`src/tcce_pkg.sv`:
```
package tcce_pkg;

    localparam int DEF_MAX_COLUMNS = 128;
    localparam int DEF_MAX_ROWS    = 64;

    localparam int POS_W       = 13;
    localparam int CHAR_W      = 8;
    localparam int COORD_W     = 8;
    localparam int ATTR_W      = 8;
    localparam int COLS_CFG_W  = 8;
    localparam int ROWS_CFG_W  = 7;
    localparam int MODE_W      = 2;
    localparam int CFG_INDEX_W = 2;
    localparam int CFG_DATA_W  = 8;
    localparam int IN_TDATA_W  = 40;
    localparam int OUT_TDATA_W = 48;
    localparam int TAB_STOP    = 8;
    localparam int QUEUE_DEPTH = 2;

    localparam logic [MODE_W-1:0] MODE_PUT    = 2'd0;
    localparam logic [MODE_W-1:0] MODE_LOCATE = 2'd1;
    localparam logic [MODE_W-1:0] MODE_SET    = 2'd2;

    localparam logic [CFG_INDEX_W-1:0] REG_COLUMNS   = 2'd0;
    localparam logic [CFG_INDEX_W-1:0] REG_ROWS      = 2'd1;
    localparam logic [CFG_INDEX_W-1:0] REG_ATTRIBUTE = 2'd2;

    localparam logic [COLS_CFG_W-1:0] COLUMNS_RESET   = 8'd80;
    localparam logic [ROWS_CFG_W-1:0] ROWS_RESET      = 7'd25;
    localparam logic [ATTR_W-1:0]     ATTRIBUTE_RESET = 8'd15;

    localparam logic [CHAR_W-1:0] CH_BELL      = 8'd7;
    localparam logic [CHAR_W-1:0] CH_BACKSPACE = 8'd8;
    localparam logic [CHAR_W-1:0] CH_TAB       = 8'd9;
    localparam logic [CHAR_W-1:0] CH_NEWLINE   = 8'd10;
    localparam logic [CHAR_W-1:0] CH_VTAB      = 8'd11;
    localparam logic [CHAR_W-1:0] CH_FORMFEED  = 8'd12;
    localparam logic [CHAR_W-1:0] CH_RETURN    = 8'd13;

    typedef enum logic [3:0] {
        OP_PRINT,
        OP_NEWLINE,
        OP_BACKSPACE,
        OP_TAB,
        OP_RETURN,
        OP_VTAB,
        OP_HOME,
        OP_BELL,
        OP_LOCATE,
        OP_SETPOS,
        OP_QUERY
    } op_t;

    typedef struct packed {
        op_t                op;
        logic [CHAR_W-1:0]  character;
        logic [COORD_W-1:0] column_x;
        logic [COORD_W-1:0] row_y;
        logic [POS_W-1:0]   position;
    } cmd_t;

    typedef enum logic [2:0] {
        ST_IDLE,
        ST_PREP,
        ST_DIV,
        ST_EXEC,
        ST_MUL,
        ST_ADD,
        ST_WRAP
    } state_t;

endpackage

```
`src/tcce_front.sv`:
```
module tcce_front
    import tcce_pkg::*;
(
    input  logic                  s_tvalid,
    output logic                  s_tready,
    input  logic [IN_TDATA_W-1:0] s_tdata,  // character, column_x, row_y, position, zero pad
    input  logic [MODE_W-1:0]     s_tuser,  // mode
    output logic                  push_valid,
    input  logic                  push_ready,
    output cmd_t                  push_cmd
);

    op_t op;

    always_comb begin
        unique case (s_tuser)
            MODE_PUT: begin
                unique case (s_tdata[CHAR_W-1:0])
                    CH_NEWLINE:   op = OP_NEWLINE;
                    CH_BACKSPACE: op = OP_BACKSPACE;
                    CH_TAB:       op = OP_TAB;
                    CH_RETURN:    op = OP_RETURN;
                    CH_VTAB:      op = OP_VTAB;
                    CH_FORMFEED:  op = OP_HOME;
                    CH_BELL:      op = OP_BELL;
                    default:      op = OP_PRINT;
                endcase
            end
            MODE_LOCATE: op = OP_LOCATE;
            MODE_SET:    op = OP_SETPOS;
            default:     op = OP_QUERY;
        endcase
    end

    assign push_cmd.op        = op;
    assign push_cmd.character = s_tdata[7:0];
    assign push_cmd.column_x  = s_tdata[15:8];
    assign push_cmd.row_y     = s_tdata[23:16];
    assign push_cmd.position  = s_tdata[36:24];

    assign push_valid = s_tvalid;
    assign s_tready   = push_ready;

endmodule

```
`src/tcce_queue.sv`:
```
module tcce_queue
    import tcce_pkg::*;
(
    input  logic aclk,
    input  logic aresetn,
    input  logic push_valid,
    output logic push_ready,
    input  cmd_t push_cmd,
    output logic pop_valid,
    input  logic pop_ready,
    output cmd_t pop_cmd
);

    localparam int PTR_W = (QUEUE_DEPTH > 1) ? $clog2(QUEUE_DEPTH) : 1;
    localparam int CNT_W = $clog2(QUEUE_DEPTH + 1);

    cmd_t             slot_reg [QUEUE_DEPTH];
    logic [PTR_W-1:0] wr_ptr_reg, wr_ptr_next;
    logic [PTR_W-1:0] rd_ptr_reg, rd_ptr_next;
    logic [CNT_W-1:0] count_reg, count_next;
    logic             do_push, do_pop;

    assign push_ready = (count_reg != CNT_W'(QUEUE_DEPTH));
    assign pop_valid  = (count_reg != '0);
    assign pop_cmd    = slot_reg[rd_ptr_reg];
    assign do_push    = push_valid && push_ready;
    assign do_pop     = pop_valid && pop_ready;

    always_comb begin
        wr_ptr_next = wr_ptr_reg;
        rd_ptr_next = rd_ptr_reg;
        count_next  = count_reg;
        if (do_push) begin
            wr_ptr_next = (wr_ptr_reg == PTR_W'(QUEUE_DEPTH - 1)) ? '0 : wr_ptr_reg + PTR_W'(1);
        end
        if (do_pop) begin
            rd_ptr_next = (rd_ptr_reg == PTR_W'(QUEUE_DEPTH - 1)) ? '0 : rd_ptr_reg + PTR_W'(1);
        end
        if (do_push && !do_pop) begin
            count_next = count_reg + CNT_W'(1);
        end else if (do_pop && !do_push) begin
            count_next = count_reg - CNT_W'(1);
        end
    end

    always_ff @(posedge aclk) begin
        if (!aresetn) begin
            wr_ptr_reg <= '0;
            rd_ptr_reg <= '0;
            count_reg  <= '0;
        end else begin
            wr_ptr_reg <= wr_ptr_next;
            rd_ptr_reg <= rd_ptr_next;
            count_reg  <= count_next;
        end
    end

    always_ff @(posedge aclk) begin
        if (do_push) begin
            slot_reg[wr_ptr_reg] <= push_cmd;
        end
    end

endmodule

```
`src/tcce_back.sv`:
```
module tcce_back
    import tcce_pkg::*;
#(
    parameter int MAX_COLUMNS = DEF_MAX_COLUMNS,
    parameter int MAX_ROWS    = DEF_MAX_ROWS
) (
    input  logic                   aclk,
    input  logic                   aresetn,
    input  logic                   cfg_valid,
    output logic                   cfg_ready,
    input  logic [CFG_INDEX_W-1:0] cfg_index,
    input  logic [CFG_DATA_W-1:0]  cfg_data,
    input  logic                   cmd_valid,
    output logic                   cmd_ready,
    input  cmd_t                   cmd,
    output logic                   m_tvalid,
    input  logic                   m_tready,
    output logic [OUT_TDATA_W-1:0] m_tdata,
    output logic                   m_tuser
);

    localparam int CW    = $clog2(MAX_COLUMNS + 1);
    localparam int RW    = $clog2(MAX_ROWS + 1);
    localparam int SW    = CW + RW;
    localparam int PW    = ((SW > POS_W) ? SW : POS_W) + 1;
    localparam int CNT_W = $clog2(PW);

    // Configuration and derived geometry.
    logic [COLS_CFG_W-1:0] columns_reg;
    logic [ROWS_CFG_W-1:0] rows_reg;
    logic [ATTR_W-1:0]     attribute_reg;
    logic [CW-1:0]         cols_eff;
    logic [RW-1:0]         rows_eff;
    logic [SW-1:0]         size_reg;
    logic [PW-1:0]         size_w, cols_w, rows_w, last_w, wrap_w;

    // Sequencer state and datapath.
    state_t             state_reg, state_next;
    op_t                op_reg, op_next;
    logic [CHAR_W-1:0]  char_reg, char_next;
    logic [COORD_W-1:0] x_reg, x_next;
    logic [COORD_W-1:0] y_reg, y_next;
    logic [POS_W-1:0]   setp_reg, setp_next;
    logic [POS_W-1:0]   cursor_reg, cursor_next;
    logic [PW-1:0]      pos_reg, pos_next;
    logic [PW-1:0]      quo_reg, quo_next;
    logic [CW-1:0]      rem_reg, rem_next;
    logic [CNT_W-1:0]   cnt_reg, cnt_next;
    logic [RW-1:0]      mul_a_reg, mul_a_next;
    logic [CW-1:0]      base_reg, base_next;
    logic [SW-1:0]      prod_reg, prod_next;

    // Result register.
    logic               m_valid_reg, m_valid_next;
    logic               m_wv_reg, m_wv_next;
    logic [POS_W-1:0]   m_waddr_reg, m_waddr_next;
    logic [CHAR_W-1:0]  m_wchar_reg, m_wchar_next;
    logic [ATTR_W-1:0]  m_wattr_reg, m_wattr_next;
    logic               m_scroll_reg, m_scroll_next;
    logic [POS_W-1:0]   m_cursor_reg, m_cursor_next;

    logic [PW-1:0]      cursor_w, clamp_pos, tab_pos, fin_pos, x_w, y_w, setp_w;
    logic [CW:0]        rem_shift;
    logic               is_put;

    assign cfg_ready = 1'b1;

    always_comb begin
        if (columns_reg == '0) begin
            cols_eff = CW'(1);
        end else if ({1'b0, columns_reg} > 9'(MAX_COLUMNS)) begin
            cols_eff = CW'(MAX_COLUMNS);
        end else begin
            cols_eff = CW'(columns_reg);
        end
        if (rows_reg == '0) begin
            rows_eff = RW'(1);
        end else if ({1'b0, rows_reg} > 8'(MAX_ROWS)) begin
            rows_eff = RW'(MAX_ROWS);
        end else begin
            rows_eff = RW'(rows_reg);
        end
    end

    assign size_w   = PW'(size_reg);
    assign cols_w   = PW'(cols_eff);
    assign rows_w   = PW'(rows_eff);
    assign last_w   = size_w - PW'(1);
    assign wrap_w   = size_w - cols_w;
    assign cursor_w = PW'(cursor_reg);
    assign x_w      = PW'(x_reg);
    assign y_w      = PW'(y_reg);
    assign setp_w   = PW'(setp_reg);

    // A cursor left past the end by a smaller screen is pulled back to the last cell first.
    assign clamp_pos = (cursor_w >= size_w) ? last_w : cursor_w;
    assign rem_shift = {rem_reg, quo_reg[PW-1]};

    always_comb begin
        tab_pos = (pos_reg + PW'(TAB_STOP)) & ~PW'(TAB_STOP - 1);
        if (tab_pos >= size_w) begin
            tab_pos = last_w;
        end
    end

    assign is_put = (op_reg != OP_LOCATE) && (op_reg != OP_SETPOS) && (op_reg != OP_QUERY);
    assign fin_pos = (is_put && (pos_reg >= size_w)) ? wrap_w : pos_reg;

    // Next state.
    always_comb begin
        state_next = state_reg;
        unique case (state_reg)
            ST_IDLE: begin
                if (cmd_valid && cmd_ready) begin
                    state_next = ST_PREP;
                end
            end
            ST_PREP: begin
                unique case (op_reg)
                    OP_NEWLINE, OP_RETURN: state_next = ST_DIV;
                    OP_LOCATE:             state_next = ST_MUL;
                    OP_SETPOS, OP_QUERY:   state_next = ST_WRAP;
                    default:               state_next = ST_EXEC;
                endcase
            end
            ST_DIV: begin
                if (cnt_reg == '0) begin
                    state_next = ST_EXEC;
                end
            end
            ST_EXEC: begin
                state_next = (op_reg == OP_NEWLINE) ? ST_MUL : ST_WRAP;
            end
            ST_MUL:  state_next = ST_ADD;
            ST_ADD:  state_next = ST_WRAP;
            ST_WRAP: state_next = ST_IDLE;
            default: state_next = ST_IDLE;
        endcase
    end

    assign cmd_ready = (state_reg == ST_IDLE) && !m_valid_reg;

    // Datapath and outputs.
    always_comb begin
        op_next       = op_reg;
        char_next     = char_reg;
        x_next        = x_reg;
        y_next        = y_reg;
        setp_next     = setp_reg;
        cursor_next   = cursor_reg;
        pos_next      = pos_reg;
        quo_next      = quo_reg;
        rem_next      = rem_reg;
        cnt_next      = cnt_reg;
        mul_a_next    = mul_a_reg;
        base_next     = base_reg;
        prod_next     = prod_reg;
        m_valid_next  = m_valid_reg;
        m_wv_next     = m_wv_reg;
        m_waddr_next  = m_waddr_reg;
        m_wchar_next  = m_wchar_reg;
        m_wattr_next  = m_wattr_reg;
        m_scroll_next = m_scroll_reg;
        m_cursor_next = m_cursor_reg;

        if (m_valid_reg && m_tready) begin
            m_valid_next = 1'b0;
        end

        unique case (state_reg)
            ST_IDLE: begin
                if (cmd_valid && cmd_ready) begin
                    op_next      = cmd.op;
                    char_next    = cmd.character;
                    x_next       = cmd.column_x;
                    y_next       = cmd.row_y;
                    setp_next    = cmd.position;
                    m_wv_next    = 1'b0;
                    m_waddr_next = '0;
                    m_wchar_next = '0;
                    m_wattr_next = '0;
                end
            end
            ST_PREP: begin
                unique case (op_reg)
                    OP_LOCATE: begin
                        base_next  = (x_w >= cols_w) ? CW'(cols_eff - CW'(1)) : CW'(x_reg);
                        mul_a_next = (y_w >= rows_w) ? RW'(rows_eff - RW'(1)) : RW'(y_reg);
                    end
                    OP_SETPOS: pos_next = (setp_w >= size_w) ? last_w : setp_w;
                    OP_QUERY:  pos_next = cursor_w;
                    default: begin
                        pos_next = clamp_pos;
                        quo_next = clamp_pos;
                        rem_next = '0;
                        cnt_next = CNT_W'(PW - 1);
                    end
                endcase
            end
            ST_DIV: begin
                // One quotient bit per cycle, restoring division by the column count.
                if (rem_shift >= {1'b0, cols_eff}) begin
                    rem_next = CW'(rem_shift - {1'b0, cols_eff});
                    quo_next = {quo_reg[PW-2:0], 1'b1};
                end else begin
                    rem_next = rem_shift[CW-1:0];
                    quo_next = {quo_reg[PW-2:0], 1'b0};
                end
                cnt_next = cnt_reg - CNT_W'(1);
            end
            ST_EXEC: begin
                unique case (op_reg)
                    OP_PRINT: begin
                        m_wv_next    = 1'b1;
                        m_waddr_next = pos_reg[POS_W-1:0];
                        m_wchar_next = char_reg;
                        m_wattr_next = attribute_reg;
                        pos_next     = pos_reg + PW'(1);
                    end
                    OP_NEWLINE: begin
                        // The cursor is inside the screen, so the next line index fits the row width.
                        mul_a_next = quo_reg[RW-1:0] + RW'(1);
                        base_next  = '0;
                    end
                    OP_BACKSPACE: begin
                        if (pos_reg != '0) begin
                            pos_next = pos_reg - PW'(1);
                        end
                    end
                    OP_TAB:    pos_next = tab_pos;
                    OP_RETURN: pos_next = pos_reg - PW'(rem_reg);
                    OP_VTAB: begin
                        if ((pos_reg + cols_w) < size_w) begin
                            pos_next = pos_reg + cols_w;
                        end
                    end
                    OP_HOME: pos_next = '0;
                    default: pos_next = pos_reg;
                endcase
            end
            ST_MUL: begin
                prod_next = SW'(mul_a_reg) * SW'(cols_eff);
            end
            ST_ADD: begin
                pos_next = PW'(base_reg) + PW'(prod_reg);
            end
            ST_WRAP: begin
                m_valid_next  = 1'b1;
                m_scroll_next = is_put && (pos_reg >= size_w);
                m_cursor_next = fin_pos[POS_W-1:0];
                cursor_next   = fin_pos[POS_W-1:0];
            end
            default: begin
            end
        endcase
    end

    always_ff @(posedge aclk) begin
        if (!aresetn) begin
            columns_reg   <= COLUMNS_RESET;
            rows_reg      <= ROWS_RESET;
            attribute_reg <= ATTRIBUTE_RESET;
        end else if (cfg_valid && cfg_ready) begin
            unique case (cfg_index)
                REG_COLUMNS:   columns_reg   <= cfg_data[COLS_CFG_W-1:0];
                REG_ROWS:      rows_reg      <= cfg_data[ROWS_CFG_W-1:0];
                REG_ATTRIBUTE: attribute_reg <= cfg_data[ATTR_W-1:0];
                default: begin
                end
            endcase
        end
    end

    always_ff @(posedge aclk) begin
        if (!aresetn) begin
            state_reg   <= ST_IDLE;
            cursor_reg  <= '0;
            m_valid_reg <= 1'b0;
        end else begin
            state_reg   <= state_next;
            cursor_reg  <= cursor_next;
            m_valid_reg <= m_valid_next;
        end
    end

    always_ff @(posedge aclk) begin
        size_reg     <= SW'(cols_eff) * SW'(rows_eff);
        op_reg       <= op_next;
        char_reg     <= char_next;
        x_reg        <= x_next;
        y_reg        <= y_next;
        setp_reg     <= setp_next;
        pos_reg      <= pos_next;
        quo_reg      <= quo_next;
        rem_reg      <= rem_next;
        cnt_reg      <= cnt_next;
        mul_a_reg    <= mul_a_next;
        base_reg     <= base_next;
        prod_reg     <= prod_next;
        m_wv_reg     <= m_wv_next;
        m_waddr_reg  <= m_waddr_next;
        m_wchar_reg  <= m_wchar_next;
        m_wattr_reg  <= m_wattr_next;
        m_scroll_reg <= m_scroll_next;
        m_cursor_reg <= m_cursor_next;
    end

    assign m_tvalid = m_valid_reg;
    assign m_tuser  = m_wv_reg;
    assign m_tdata  = OUT_TDATA_W'({m_cursor_reg, m_scroll_reg, m_wattr_reg,
                                    m_wchar_reg, m_waddr_reg});

endmodule

```
`src/text_console_cursor_engine.sv`:
```
// Cursor engine for a text screen of columns by rows cells. Each beat on the s_ side is a
// put-character, locate, set-position or cursor query request; each gives exactly one beat
// on the m_ side with an optional cell write, a scroll request and the new cursor. Requests
// are handled one at a time by a sequencer behind a two-entry queue, so up to two further
// beats are taken while one is in work or its result waits. Most requests pass prepare,
// execute and wrap; a locate passes prepare, multiply, add and wrap, a set-position or
// query prepare and wrap. Newline and carriage return need the cursor divided by the
// column count, done by a bit-serial divider of PW = max(CW+RW, 13) + 1 steps (CW and
// RW being the bit widths of MAX_COLUMNS and MAX_ROWS) ahead of execute. Configuration
// writes are always accepted and must only be issued while no request is outstanding.
module text_console_cursor_engine
    import tcce_pkg::*;
#(
    parameter int MAX_COLUMNS = DEF_MAX_COLUMNS,
    parameter int MAX_ROWS    = DEF_MAX_ROWS
) (
    input  logic                   aclk,
    input  logic                   aresetn,
    input  logic                   cfg_valid,
    output logic                   cfg_ready,
    input  logic [CFG_INDEX_W-1:0] cfg_index,
    input  logic [CFG_DATA_W-1:0]  cfg_data,
    input  logic                   s_tvalid,
    output logic                   s_tready,
    input  logic [IN_TDATA_W-1:0]  s_tdata,  // character, column_x, row_y, position, zero pad
    input  logic [MODE_W-1:0]      s_tuser,  // mode
    output logic                   m_tvalid,
    input  logic                   m_tready,
    output logic [OUT_TDATA_W-1:0] m_tdata,  // write_address, write_character,
                                             // write_attribute, scroll, cursor, zero pad
    output logic                   m_tuser   // write_valid
);

    logic push_valid, push_ready, pop_valid, pop_ready;
    cmd_t push_cmd, pop_cmd;

    tcce_front u_front (
        .s_tvalid   (s_tvalid),
        .s_tready   (s_tready),
        .s_tdata    (s_tdata),
        .s_tuser    (s_tuser),
        .push_valid (push_valid),
        .push_ready (push_ready),
        .push_cmd   (push_cmd)
    );

    tcce_queue u_queue (
        .aclk       (aclk),
        .aresetn    (aresetn),
        .push_valid (push_valid),
        .push_ready (push_ready),
        .push_cmd   (push_cmd),
        .pop_valid  (pop_valid),
        .pop_ready  (pop_ready),
        .pop_cmd    (pop_cmd)
    );

    tcce_back #(
        .MAX_COLUMNS (MAX_COLUMNS),
        .MAX_ROWS    (MAX_ROWS)
    ) u_back (
        .aclk      (aclk),
        .aresetn   (aresetn),
        .cfg_valid (cfg_valid),
        .cfg_ready (cfg_ready),
        .cfg_index (cfg_index),
        .cfg_data  (cfg_data),
        .cmd_valid (pop_valid),
        .cmd_ready (pop_ready),
        .cmd       (pop_cmd),
        .m_tvalid  (m_tvalid),
        .m_tready  (m_tready),
        .m_tdata   (m_tdata),
        .m_tuser   (m_tuser)
    );

endmodule

```
`config.mk`:
```
export PLATFORM = sky130hd
export DESIGN_NAME = text_console_cursor_engine
export DESIGN_NICKNAME = d
export VERILOG_FILES = /design/src/tcce_pkg.sv /design/src/tcce_front.sv /design/src/tcce_queue.sv /design/src/tcce_back.sv /design/src/text_console_cursor_engine.sv
export SDC_FILE = /design/constraint.sdc
export NUM_CORES = 1
export LEC_CHECK = 0
export BUFFER_PORTS_ARGS = -buffer_cell sky130_fd_sc_hd__buf_4
export CELL_PAD_IN_SITES_DETAIL_PLACEMENT = 0
export CELL_PAD_IN_SITES_GLOBAL_PLACEMENT = 2
export CORE_MARGIN = 10
export CORE_UTILIZATION = 42
export DETAILED_ROUTE_END_ITERATION = 10
export PLACE_DENSITY = 0.91
export SLEW_MARGIN = 20
export SYNTH_ARGS = -nofsm -noshare
export SYNTH_HDL_FRONTEND = slang
export SYNTH_SLANG_ARGS = --single-unit
```
`constraint.sdc`:
```
create_clock -name aclk -period 6.54 [get_ports aclk]
set_input_delay 0.981 -clock aclk [delete_from_list [all_inputs] [get_ports aclk]]
set_output_delay 0.981 -clock aclk [all_outputs]
set_load 0.05 [all_outputs]
```
# Yosys cells after proc, flatten, opt, wreduce, memory -nomap -nowiden
# Memory sizes are Yosys's and may differ from the RTL's. A register that Yosys moved wholly into a read port is not among the register bits.
# Cells that the tools add are included.
# Widths: inputs -> output; s select.
[word_totals]
register_bits = 177
mem_bits_rw = 82
wordCells = 187
mem_count = 1
[classes]
addsub = 17
mul = 2
order_cmp = 10
eq_ne = 40
mux = 55
n_reduce_logical = 39
[mem_list]
columns = ["memory", "depth", "width", "read_ports", "rd_clocked_by_memory_dff", "write_ports", "line_no", "source"]
rows = [
  ["u_queue.slot_reg", 2, 41, 1, 1, 1, "tcce_queue.sv:17", "cmd_t slot_reg [QUEUE_DEPTH];"],
]
[ops]
columns = ["cell", "count"]
rows = [
  ["$mux 16", 6],
  ["$pmux 16 s3", 2],
  ["$pmux 16 s6", 1],
  ["$mux 8", 10],
  ["$pmux 8 s2", 4],
  ["$eq 8x4->1 const B", 6],
  ["$mux 13", 3],
  ["$mux 7", 5],
  ["$ge 16x15->1", 2],
  ["$pmux 16 s2", 1],
  ["$ge 13x15->1", 2],
  ["$pmux 13 s2", 1],
  ["$pmux 3 s7", 1],
  ["$pmux 3 s6", 1],
  ["$add 16x1->16 const B", 1],
  ["$add 16x4->16 const B", 1],
  ["$add 16x8->16", 1],
  ["$add 8x15->16", 1],
  ["$lt 16x15->1", 1],
  ["$reduce_bool 16->1", 1],
  ["$sub 15x1->16 const B", 1],
  ["$sub 16x1->16 const B", 1],
  ["$sub 16x8->16", 1],
  ["$mul 7x8->15", 1],
  ["53 further kinds", 108],
]

# Depth between registers and ports, before layout
[logic_depth]
word_depth = 8
mapped_depth = 21

# Cells and area by module
# A second synthesis with hierarchy kept.
[unflattened]
cells_unflattened = 2042
hier_area_um2 = 21072.7
[modules_own_cells]
columns = ["mod", "instances", "cells_each", "area_per_inst_um2", "seq_area_each_um2"]
rows = [
  ["tcce_back", 1, 1834, 17459.2, 5875.6],
  ["tcce_queue", 1, 152, 3191.8, 2562.5],
  ["tcce_front", 1, 56, 421.7, 0.0],
]

# Worst setup path after synthesis
# Ideal clock, no wire load.
[synth_path]
kind = "flip-flop to flip-flop"
from = "register u_back.columns_reg[7]"
to = "register u_back.pos_reg[0], enable pin"
t_arrival_ns = 4.628
slack_ns = 1.498
stages_incl_launch_ff = 18
synth_period_minus_slack_ns = 5.042
path_cell_list = "dfxtp_1 -> clkbuf_1 -> nor2_1 -> clkbuf_1 -> ha_1 -> fa_1 -> a211oi_1 -> o21ai_0 -> a31oi_1 -> nor2_1 -> xor2_1 -> ha_1 -> a21oi_1 -> nor2b_1 -> o21ai_0 -> a211o_1 -> a31oi_1 -> a211oi_1"
[synth_via]
elab_chain_len = 7
[synth_rtl]
columns = ["item", "line_no", "source"]
rows = [
  ["start, declared", "tcce_back.sv:29", "logic [COLS_CFG_W-1:0] columns_reg;"],
  ["start signal, assigned", "tcce_back.sv:265", "REG_COLUMNS: columns_reg <= cfg_data[COLS_CFG_W-1:0];"],
  ["$gt 8x8->1", "tcce_back.sv:71", "end else if ({1'b0, columns_reg} > 9'(MAX_COLUMNS)) begin"],
  ["$mux 8", "tcce_back.sv:71", ""],
  ["$mux 8 *", "tcce_back.sv:69", "if (columns_reg == '0) begin"],
  ["$add 16x8->16 *", "tcce_back.sv:233", "if ((pos_reg + cols_w) < size_w) begin"],
  ["$lt 16x15->1 *", "tcce_back.sv:233", ""],
  ["$ne 3x2->1 (no source line) *", "--", ""],
  ["$reduce_and 5->1 (no source line) *", "--", ""],
  ["end signal, assigned", "tcce_back.sv:293", "pos_reg <= pos_next;"],
  ["end, declared", "tcce_back.sv:45", "logic [PW-1:0] pos_reg, pos_next;"],
]
# Every way passes the cells marked *; elsewhere a longest branch is shown, timed or not.
# A chain may end at the register's enable or synchronous reset.

# Worst setup path in the final report
[layout_path]
from = "register u_back.columns_reg[7]"
to = "register u_back.pos_reg[14], enable pin"
# Same word-level chain as after synthesis.

==> impl_metrics.env <==
export IMPL_filler_cell_count=4464
export IMPL_seq_area_frac_synth=0.405
export IMPL_netlist_top_cell_by_area="sky130_fd_sc_hd__edfxtp_1"
export IMPL_layout_drive_gt1_share=0.133
export IMPL_setup_violations=0
export IMPL_tritoncts="yes"
export IMPL_holdWs_ns=0.471
export IMPL_crit_path_max_incr_delay_ns=0.89
export IMPL_postRouteAntennaNets=0
export IMPL_cpMaxStageDelayCell="sky130_fd_sc_hd__dfxtp_1"
export IMPL_initial_utilization=0.424
export IMPL_routed_wire_length_per_instance_um=21.5
export IMPL_reg2reg_slack_ns=1.01
export IMPL_power_density_cell_area_nw_per_um2=375
export IMPL_leakage_nw=9.74
export IMPL_post_cts_setup_buffers=0
export IMPL_finalClockSkew_ns=0.0268
export IMPL_run_status="finished, final reports clean"
export IMPL_timing_slew_headroom=0.294
export IMPL_total_clock_sinks=300
export IMPL_antenna_violations_before_repair=1
export IMPL_layout_nets=2408
export IMPL_most_used_flip_flop_cell_after_synthesis="sky130_fd_sc_hd__edfxtp_1"
export IMPL_min_delay_path_class="register to register"
export IMPL_first_pass_grt_wire_length_mm=91.3
export IMPL_netlist_area_um2=20800
export IMPL_die_area_um2=58700
export IMPL_arrival_ns=5.77
export IMPL_finalCriticalPeriod_ns=5.53
export IMPL_gpl_final_weighted_congestion=0.915
export IMPL_rsz0062_at_grt="no"
export IMPL_critPathKind="register to register"
export IMPL_final_routed_wirelength_across_all_metal_layers_mm=59.7
export IMPL_first_global_vias=15279
export IMPL_core_region_area_um2=49000
export IMPL_cell_by_cell_listing_of_the_critical_path="nor2b_1, buf_4, fa_1, a211oi_1, o21ai_0, a31oi_1, nor2_1, xor2_1, ha_1, a21oi_1, nor2b_1, o21ai_0, a211o_1, a31oi_1, a211oi_2, buf_4"
export IMPL_synth_enable_flop_cells=241
export IMPL_achievable_frequency_mhz=181
export IMPL_critical_path_n_buffers_inverters=2
export IMPL_peakVddDrop_v=0.000316
export IMPL_drt_vias_per_instance=5.54
export IMPL_synthToLayoutAreaGrowth_pct=13.8
export IMPL_worst_skew_pair_late_latency_ns=0.58
export IMPL_detailedRoute_firstPassIterationCount=7
export IMPL_period_share=0.845
export IMPL_cts_root_buffer_cell="sky130_fd_sc_hd__clkbuf_16"
export IMPL_regArea_um2=8420
export IMPL_overflow=0
export IMPL_vias=15375
export IMPL_diodes=0
export IMPL_postCtsResizedCells=0
export IMPL_combined_area_of_the_multi_input_logic_cells_um2=11600
export IMPL_floorplan_rows=81
export IMPL_detail_route_drc_violations=0
export IMPL_critPathLaunchType="register"
export IMPL_postCtsHoldBufs=0
export IMPL_timing_critical_path_to_type="register"
export IMPL_largest_register_ff_count=82
export IMPL_postSynthCellCount=1987
export IMPL_top_level_ports=109
export IMPL_yosys_area_top_type_share=0.349
export IMPL_clk_transition_reported_paths_ns=0.06
export IMPL_grt_start_max_net_pins=43
export IMPL_yosys_register_bits=300
export IMPL_fin_tns_setup_ns=0
export IMPL_finalMaxSlewViolations=0
export IMPL_hold_viol=0
export IMPL_asyncSetResetFlopFracSynth=0
export IMPL_floorplan_die_width_um=242
export IMPL_critical_path_required_ns=6.78
export IMPL_hpwl_mm=45.9
export IMPL_synthesis_yosys_warnings=0
export IMPL_total_clock_buffers_created_by_cts=36
export IMPL_worst_path_max_fanout=16
export IMPL_cts_path_max_buffers=3
export IMPL_detail_route_iter0_violations=1107
export IMPL_ys_top_cells_by_area="sky130_fd_sc_hd__edfxtp_1 (35%), sky130_fd_sc_hd__ha_1 (12%), sky130_fd_sc_hd__fa_1 (6.1%)"
export IMPL_critPathTopFamily="compound AO/OA/AOI/OAI gates"
export IMPL_global_route_usage_total=0.199
export IMPL_syn_area_cell_um2=10.4
export IMPL_buffer_ports_inserted=99
export IMPL_worst_tran_pin_value_ns=1.06
export IMPL_yosys_cell_types_count=88
export IMPL_cts_htree_levels=2
export IMPL_number_of_max_cap_violations=0
export IMPL_fp_dieH_um=242
[layout make-up]
type | instances | area share
Clock inverter | 25 | 0.0170
Multi-Input combinational cell | 1499 | 0.493
Timing Repair Buffer | 124 | 0.0404
Inverter | 123 | 0.0195
Clock buffer | 40 | 0.0392
Sequential cell | 300 | 0.356
Tap cell | 664 | 0.0352
[Yosys cell counts (9+ instances only)]
cell type	instances
sky130_fd_sc_hd__a31oi_1	14
sky130_fd_sc_hd__mux2i_1	54
sky130_fd_sc_hd__a211oi_1	22
sky130_fd_sc_hd__nand2_1	131
sky130_fd_sc_hd__nor3_1	30
sky130_fd_sc_hd__nor4_1	9
sky130_fd_sc_hd__a21oi_1	104
sky130_fd_sc_hd__xnor2_1	76
sky130_fd_sc_hd__edfxtp_1	241
sky130_fd_sc_hd__nand3_1	46
sky130_fd_sc_hd__buf_4	9
sky130_fd_sc_hd__nor2_1	195
sky130_fd_sc_hd__o22ai_1	9
sky130_fd_sc_hd__fa_1	63
sky130_fd_sc_hd__o211ai_1	17
sky130_fd_sc_hd__or3_1	9
sky130_fd_sc_hd__nor2b_1	28
sky130_fd_sc_hd__and2_1	76
sky130_fd_sc_hd__a22oi_1	9
sky130_fd_sc_hd__dfxtp_1	59
sky130_fd_sc_hd__mux2_2	55
sky130_fd_sc_hd__clkbuf_1	50
sky130_fd_sc_hd__ha_1	204
sky130_fd_sc_hd__a21o_1	34
sky130_fd_sc_hd__inv_1	114
sky130_fd_sc_hd__xor2_1	38
sky130_fd_sc_hd__o21ai_0	76
sky130_fd_sc_hd__and3_1	13
sky130_fd_sc_hd__nand2b_1	32
sky130_fd_sc_hd__nand4_1	19
sky130_fd_sc_hd__o21a_1	13
[per-layer routing]
layer,GRT usage,part of all wire,up-vias
met2,0.319,0.46,463
met1,0.270,0.46,7477
met5,0,0.00022,-
met4,0.0657,0.031,2
met3,0.0294,0.051,96
li1,-,-,7337
[path summary, 6_finish.rpt]
path / from / endpoint / cells after the start
hold reg to reg: u_back.attribute_reg[3] / u_back.attribute_reg[3] / 2
setup / recovery: u_back.columns_reg[7] / u_back.pos_reg[14] / 16
hold / removal: u_back.attribute_reg[3] / u_back.attribute_reg[3] / 2
setup reg to reg: u_back.columns_reg[7] / u_back.pos_reg[14] / 16
[placed cells by master, fill, tap and decap left out, drive strengths merged, types with 13 or more instances in the layout]
cell,synthesis,routed
nand2b,32,32
buf,19,124
and3,13,13
a21oi,105,105
nand2,132,132
nor3,32,32
o21ai,83,83
a31oi,14,14
edfxtp,241,241
and2,77,77
inv,116,118
xnor2,76,76
nor2,196,196
dfxtp,59,59
mux2,56,56
o21a,13,13
a21o,34,34
a211oi,23,23
mux2i,54,54
fa,63,63
nor2b,28,28
clkinv,7,19
ha,204,204
nand4,19,19
o211ai,17,17
clkbuf,50,40
xor2,38,38
nand3,46,46
[cell families (layout without fill, tap and decap cells)]
family                     after synthesis  in the layout  synth area share
AOI/OAI and AO/OA                      376            376             0.120
xor gates and xnor gates               114            114            0.0481
adders and majority gates              267            267             0.184
and+or+nand+nor                        626            626             0.149
other                                    2              6          0.000362
buffers and inverters                  192            312            0.0371
muxes                                  110            110            0.0564
DFF                                    300            300             0.405
[where the power goes]
group	internal (W)	switching, W	total, W
registers	0.00270	0.000458	0.00316
logic	0.00131	0.00217	0.00348
clock network	0.00136	0.000873	0.00223
[through the flow]
stage,power (W),std cells,worst slack (ns),util,instance area [µm²]
2_1_floorplan,0.00550,1991,1.50,-,20800
3_3_place_gp,0.00654,2708,1.16,0.455,22300
3_5_place_dp,0.00663,2709,1.12,0.455,22300
4_1_cts,0.00890,2774,1.09,0.482,23600
5_1_grt,0.00938,2775,0.772,0.483,23600
6_report,0.00887,2775,1.01,0.483,23600
[tightest hold or removal path, stage by stage (launching register included)]
cell and delay [ns]:
sky130_fd_sc_hd__dfxtp_1 0.32, sky130_fd_sc_hd__mux2i_1 0.07, sky130_fd_sc_hd__nand2_1 0.06
No activity file was read; power rests on OpenSTA's default activity.
